[src/rtl/aenc_pkg.sv]
// Shared types and constants for the arithmetic encoder.
// No dependencies.
package aenc_pkg;

  localparam int NUM_SYMBOLS   = 256;
  localparam int COUNT_BITS    = 16;
  localparam int ADDR_W        = $clog2(NUM_SYMBOLS);
  localparam int ENTRY_W       = 2 * COUNT_BITS;
  localparam int RANGE_W       = 33;
  localparam int DVD_W         = RANGE_W + COUNT_BITS;
  localparam int DCNT_W        = $clog2(DVD_W + 1);

  localparam logic [1:0] FUNC_WRITE  = 2'd0;
  localparam logic [1:0] FUNC_ENCODE = 2'd1;
  localparam logic [1:0] FUNC_FINISH = 2'd2;

  localparam logic [15:0] PEND_MAX = 16'hFFFF;

  typedef struct packed {
    logic                  start;
    logic [DVD_W-1:0]      dividend;
    logic [COUNT_BITS-1:0] divisor;
  } div_req_t;

  typedef struct packed {
    logic               done;
    logic [RANGE_W-1:0] quotient;
  } div_rsp_t;

  typedef enum logic [7:0] {
    S_IDLE   = 8'b00000001,
    S_READ   = 8'b00000010,
    S_MUL_LO = 8'b00000100,
    S_DIV_LO = 8'b00001000,
    S_MUL_HI = 8'b00010000,
    S_DIV_HI = 8'b00100000,
    S_SHIFT  = 8'b01000000,
    S_EMIT   = 8'b10000000
  } state_t;

endpackage

[src/rtl/aenc_divider.sv]
// Restoring divider, one quotient bit per cycle, for interval scaling.
// Depends on aenc_pkg.
module aenc_divider (
  input  logic               clk,
  input  logic               rst,
  input  aenc_pkg::div_req_t req,
  output aenc_pkg::div_rsp_t rsp
);
  import aenc_pkg::*;

  logic [DVD_W-1:0]      dvd;
  logic [DVD_W-1:0]      quo;
  logic [COUNT_BITS-1:0] rem;
  logic [COUNT_BITS-1:0] dsr;
  logic [DCNT_W-1:0]     cnt;
  logic                  busy;
  logic                  done;
  logic [COUNT_BITS:0]   trial;
  logic                  fits;

  assign trial = {rem, dvd[DVD_W-1]};
  assign fits  = trial >= {1'b0, dsr};

  always_ff @(posedge clk) begin
    if (rst) begin
      busy <= 1'b0;
      done <= 1'b0;
    end else begin
      done <= 1'b0;
      if (req.start) begin
        dvd  <= req.dividend;
        dsr  <= req.divisor;
        rem  <= '0;
        quo  <= '0;
        cnt  <= DCNT_W'(DVD_W);
        busy <= 1'b1;
      end else if (busy) begin
        // bring down one dividend bit, subtract where it fits
        rem <= fits ? COUNT_BITS'(trial - {1'b0, dsr}) : trial[COUNT_BITS-1:0];
        quo <= {quo[DVD_W-2:0], fits};
        dvd <= {dvd[DVD_W-2:0], 1'b0};
        cnt <= cnt - 1'b1;
        if (cnt == DCNT_W'(1)) begin
          busy <= 1'b0;
          done <= 1'b1;
        end
      end
    end
  end

  assign rsp.done     = done;
  assign rsp.quotient = quo[RANGE_W-1:0];

endmodule

[config.mk]
export PLATFORM = sky130hd
export DESIGN_NAME = aenc_divider
export DESIGN_NICKNAME = d
export VERILOG_FILES = /design/src/rtl/aenc_pkg.sv /design/src/rtl/aenc_divider.sv
export SDC_FILE = /design/constraint.sdc
export NUM_CORES = 1
export LEC_CHECK = 0
export ABC_AREA = 0
export BUFFER_PORTS_ARGS = -buffer_cell sky130_fd_sc_hd__clkbuf_2
export CAP_MARGIN = 20
export CELL_PAD_IN_SITES_DETAIL_PLACEMENT = 1
export CELL_PAD_IN_SITES_GLOBAL_PLACEMENT = 1
export CORE_MARGIN = 2
export CORE_UTILIZATION = 45
export DETAILED_ROUTE_END_ITERATION = 10
export PLACE_DENSITY_LB_ADDON = 0.1
export SYNTH_ARGS = -nofsm -noshare
export SYNTH_HDL_FRONTEND = slang
export SYNTH_SLANG_ARGS = --single-unit
[constraint.sdc]
create_clock -name clk -period 12.15 [get_ports clk]
set_input_delay 0.6075 -clock clk [delete_from_list [all_inputs] [get_ports clk]]
set_output_delay 0.6075 -clock clk [all_outputs]
set_load 0.005 [all_outputs]
==> key figures <==
Placed design
  – DP HPWL: between 8000 and 9000 um
  – Placer congestion estimate: about 0.80
  – Pre-CTS setup slack: between 8000 and 9000 ps
  – Port Buffers: roughly 100

Logic synthesis
  – Cell Area, Synth: approximately 0.0058 sq mm
  – Sequential share of the synthesized area: 0.633
  – Cells after Synth: 421
  – Netlist cell types: between 40 and 50
  – Warnings, synthesis: 0
  – Fraction of registers with async set/reset: 0
  – EDFF count, synth: 120
  – Avg Cell Area, Syn: ~14 sq um
  – Syn Nets: ~510
  – Synth Flop Type: edfxtp_1
  – #FFs+latches synth: ~120

Worst setup path
  – CP arrival: 3550 ps
  – Crit. End Element: register
  – Startpoint Class: register
  – CP Class: register to register
  – Critical-path maximum fanout: 13
  – Data required, critical path: 12410 ps

Timing
  – Final setup fails: 0
  – Final worst slack: 8860 ps
  – Slew @ Worst Pin: between 1000 and 1500 ps
  – Setup TNS: 0 ps
  – Final period utilization: 0.271
  – Fin. max-slew vios: 0
  – Final hold violation count: 0
  – Final min period: between 3000 and 4000 ps
  – RSZ-0062 raised after global routing: no
  – Max Fclk: between 300 and 400 MHz
  – Rel. slew slack: 0.299
  – Worst clock skew: around 5.3 ps

Min path
  – HP Class: input port to register

Clock tree
  – CTS root buf: clkbuf_16
  – H-tree depth: 4
  – Clk sinks: ~120
  – Clock Latency Late Sink: 420 ps
  – Postcts setup bufs: 0
  – Max clock buf depth: 2
  – Hold buffers post-CTS: 0
  – CTS clk-pin slew, worst paths: approximately 50 ps
  – CTS tree: built
  – Resized Gates After CTS: 0
  – CTS Buf Count: 17

Run status
  – Status: complete, no violations

Global routing
  – Antenna violations before repair: 0
  – Vias in the first global route: about 3900
  – First-pass GRT wire length: roughly 20000 um
  – GRT Total Usage: 0.198
  – Largest net degree at the start of global routing: between 70 and 80
  – Total grt overflow: 0

Final layout
  – Synthesis-to-layout area growth: 21.5%
  – Ant diodes: 0
  – Layout cells sized above 1: 0.338
  – Final core occ: 0.556
  – Filler cells: between 1000 and 1500
  – Layout Nets: 615

Routing
  – Wire per inst: between 15 and 20 um
  – Routed vias/inst: ~5.2
  – Remaining DRCs: 0
  – Pre-antenna DRT Iters: 4
  – Routed WL: roughly 13000 um
  – Antenna viol nets, final: 0
  – DR vias: about 3700
  – Drt initial violations: about 250

Run
  – Max_cap viols: 0

Power and ir drop
  – Leakage: 2.76 nW
  – VDD IR-drop max: 0.000109 V
  – Total power: about 1.1 mW
  – PwrDens: approximately 160 mW/mm^2

Floorplanning
  – Area of the core: between 0.01 and 0.015 sq mm
  – Row cnt: slightly above 40
  – I/O pin cnt: about 100
  – Die X: about 120 um
  – Initial Utilization: 0.458
  – Die height: between 100 and 150 um
  – Die Footprint: around 0.014 sq mm
==> sequential cells by signal (all words and copies together), names as in the netlist <==
signal / flops
done: 1
rem: 16
dvd: 49
quo: 33
busy: 1
cnt: 6
dsr: 16
==> synth_stat cells (all sizes together), types with 5 or more instances <==
cell / count / area (sq um)
ha: 18 / 225
inv: 24 / 90.1
xnor2: 5 / 43.8
clkbuf: 9 / 33.8
a211oi: 6 / 45.0
nor3: 8 / 40.0
edfxtp: 120 / 3600
buf: 7 / 38.8
o21a: 8 / 60.1
nor2b: 36 / 225
a21o: 6 / 45.0
nor2: 17 / 63.8
o21ai: 11 / 55.1
and3: 5 / 31.3
nand2: 12 / 47.6
nand3: 11 / 55.1
mux2: 49 / 552
a21oi: 26 / 130
==> worst paths after layout <==
kind	start	end	slack (ps)	depth (start not counted)
min	req[14]	dsr[14]$_DFFE_PP_	360	1
min reg2reg	busy$_SDFF_PP0_	done$_SDFF_PP0_	490	1
max	rem[0]$_SDFFCE_PP0P_	rem[14]$_SDFFCE_PP0P_	8860	7
max reg2reg	rem[0]$_SDFFCE_PP0P_	rem[14]$_SDFFCE_PP0P_	8860	7
==> final cells by class <==
class / count / area, sq um / share of cell area
flip-flops and latches: 122 / 3640 / 0.521
multi-input cells: 258 / 1950 / 0.279
repair buffers: 104 / 543 / 0.0777
clock buffers: 19 / 433 / 0.0620
well taps: 172 / 215 / 0.0308
clock inverters: 11 / 106 / 0.0152
inverters: 25 / 93.8 / 0.0134
==> worst max-delay path, cell delays in order, from the launching register on <==
cell and delay [ps]:
edfxtp_1 420, ha_1 310, nor2b_1 180, o2111ai_1 210, a311o_1 500, a21oi_1 860
o21ai_0 390, o22ai_1 260
==> through the flow <==
stage / instances / hold WS, ps / cell area, sq um
after floorplan: 421 / 466 / 5750
after global placement: 680 / 478 / 6430
after detailed placement: 680 / 481 / 6430
after CTS: 710 / 344 / 6970
after global routing: 711 / 348 / 6990
final: 711 / 361 / 6990
==> logic make-up after synthesis <==
family,Yosys count,synth area share
AOI/OAI and AO/OA,76,0.0850
adders and majority gates,19,0.0426
buffers and inverters,41,0.0289
and+or+nand+nor,104,0.0987
muxes,50,0.0977
DFF,122,0.633
xor gates and xnor gates,9,0.0137
==> metal layers <==
metal,GRT usage,routed length [um],vias up
li1,-,-,1792
met1,0.241,5360,1831
met2,0.314,6230,81
met3,0.0793,821,16
met5,0,0,-
met4,0.0824,187,0
==> cells in the final DEF, fill, tap and decap left out, types with 3 or more instances in the layout <==
master,n
or3_1,3
and2_1,3
o22ai_1,4
nand3_1,11
o21ai_0,11
nand2_1,11
nor3_1,8
edfxtp_1,120
nand4_1,3
mux2_2,49
clkinv_2,3
a21oi_1,26
xor2_1,4
a211oi_1,6
nor2_1,15
clkinv_1,5
and3_1,5
o21a_1,8
clkbuf_16,17
buf_4,3
ha_1,18
clkbuf_2,100
inv_1,24
xnor2_1,5
a21o_1,6
nor2b_1,36
==> report_power, final <==
group	switching (mW)	internal (mW)	total, mW
Sequential	0.0123	0.501	0.513
Combinational	0.0843	0.0670	0.151
Clock	0.176	0.295	0.471
Total	0.273	0.862	1.14
Note: power is estimated with default switching activity, not from simulation.
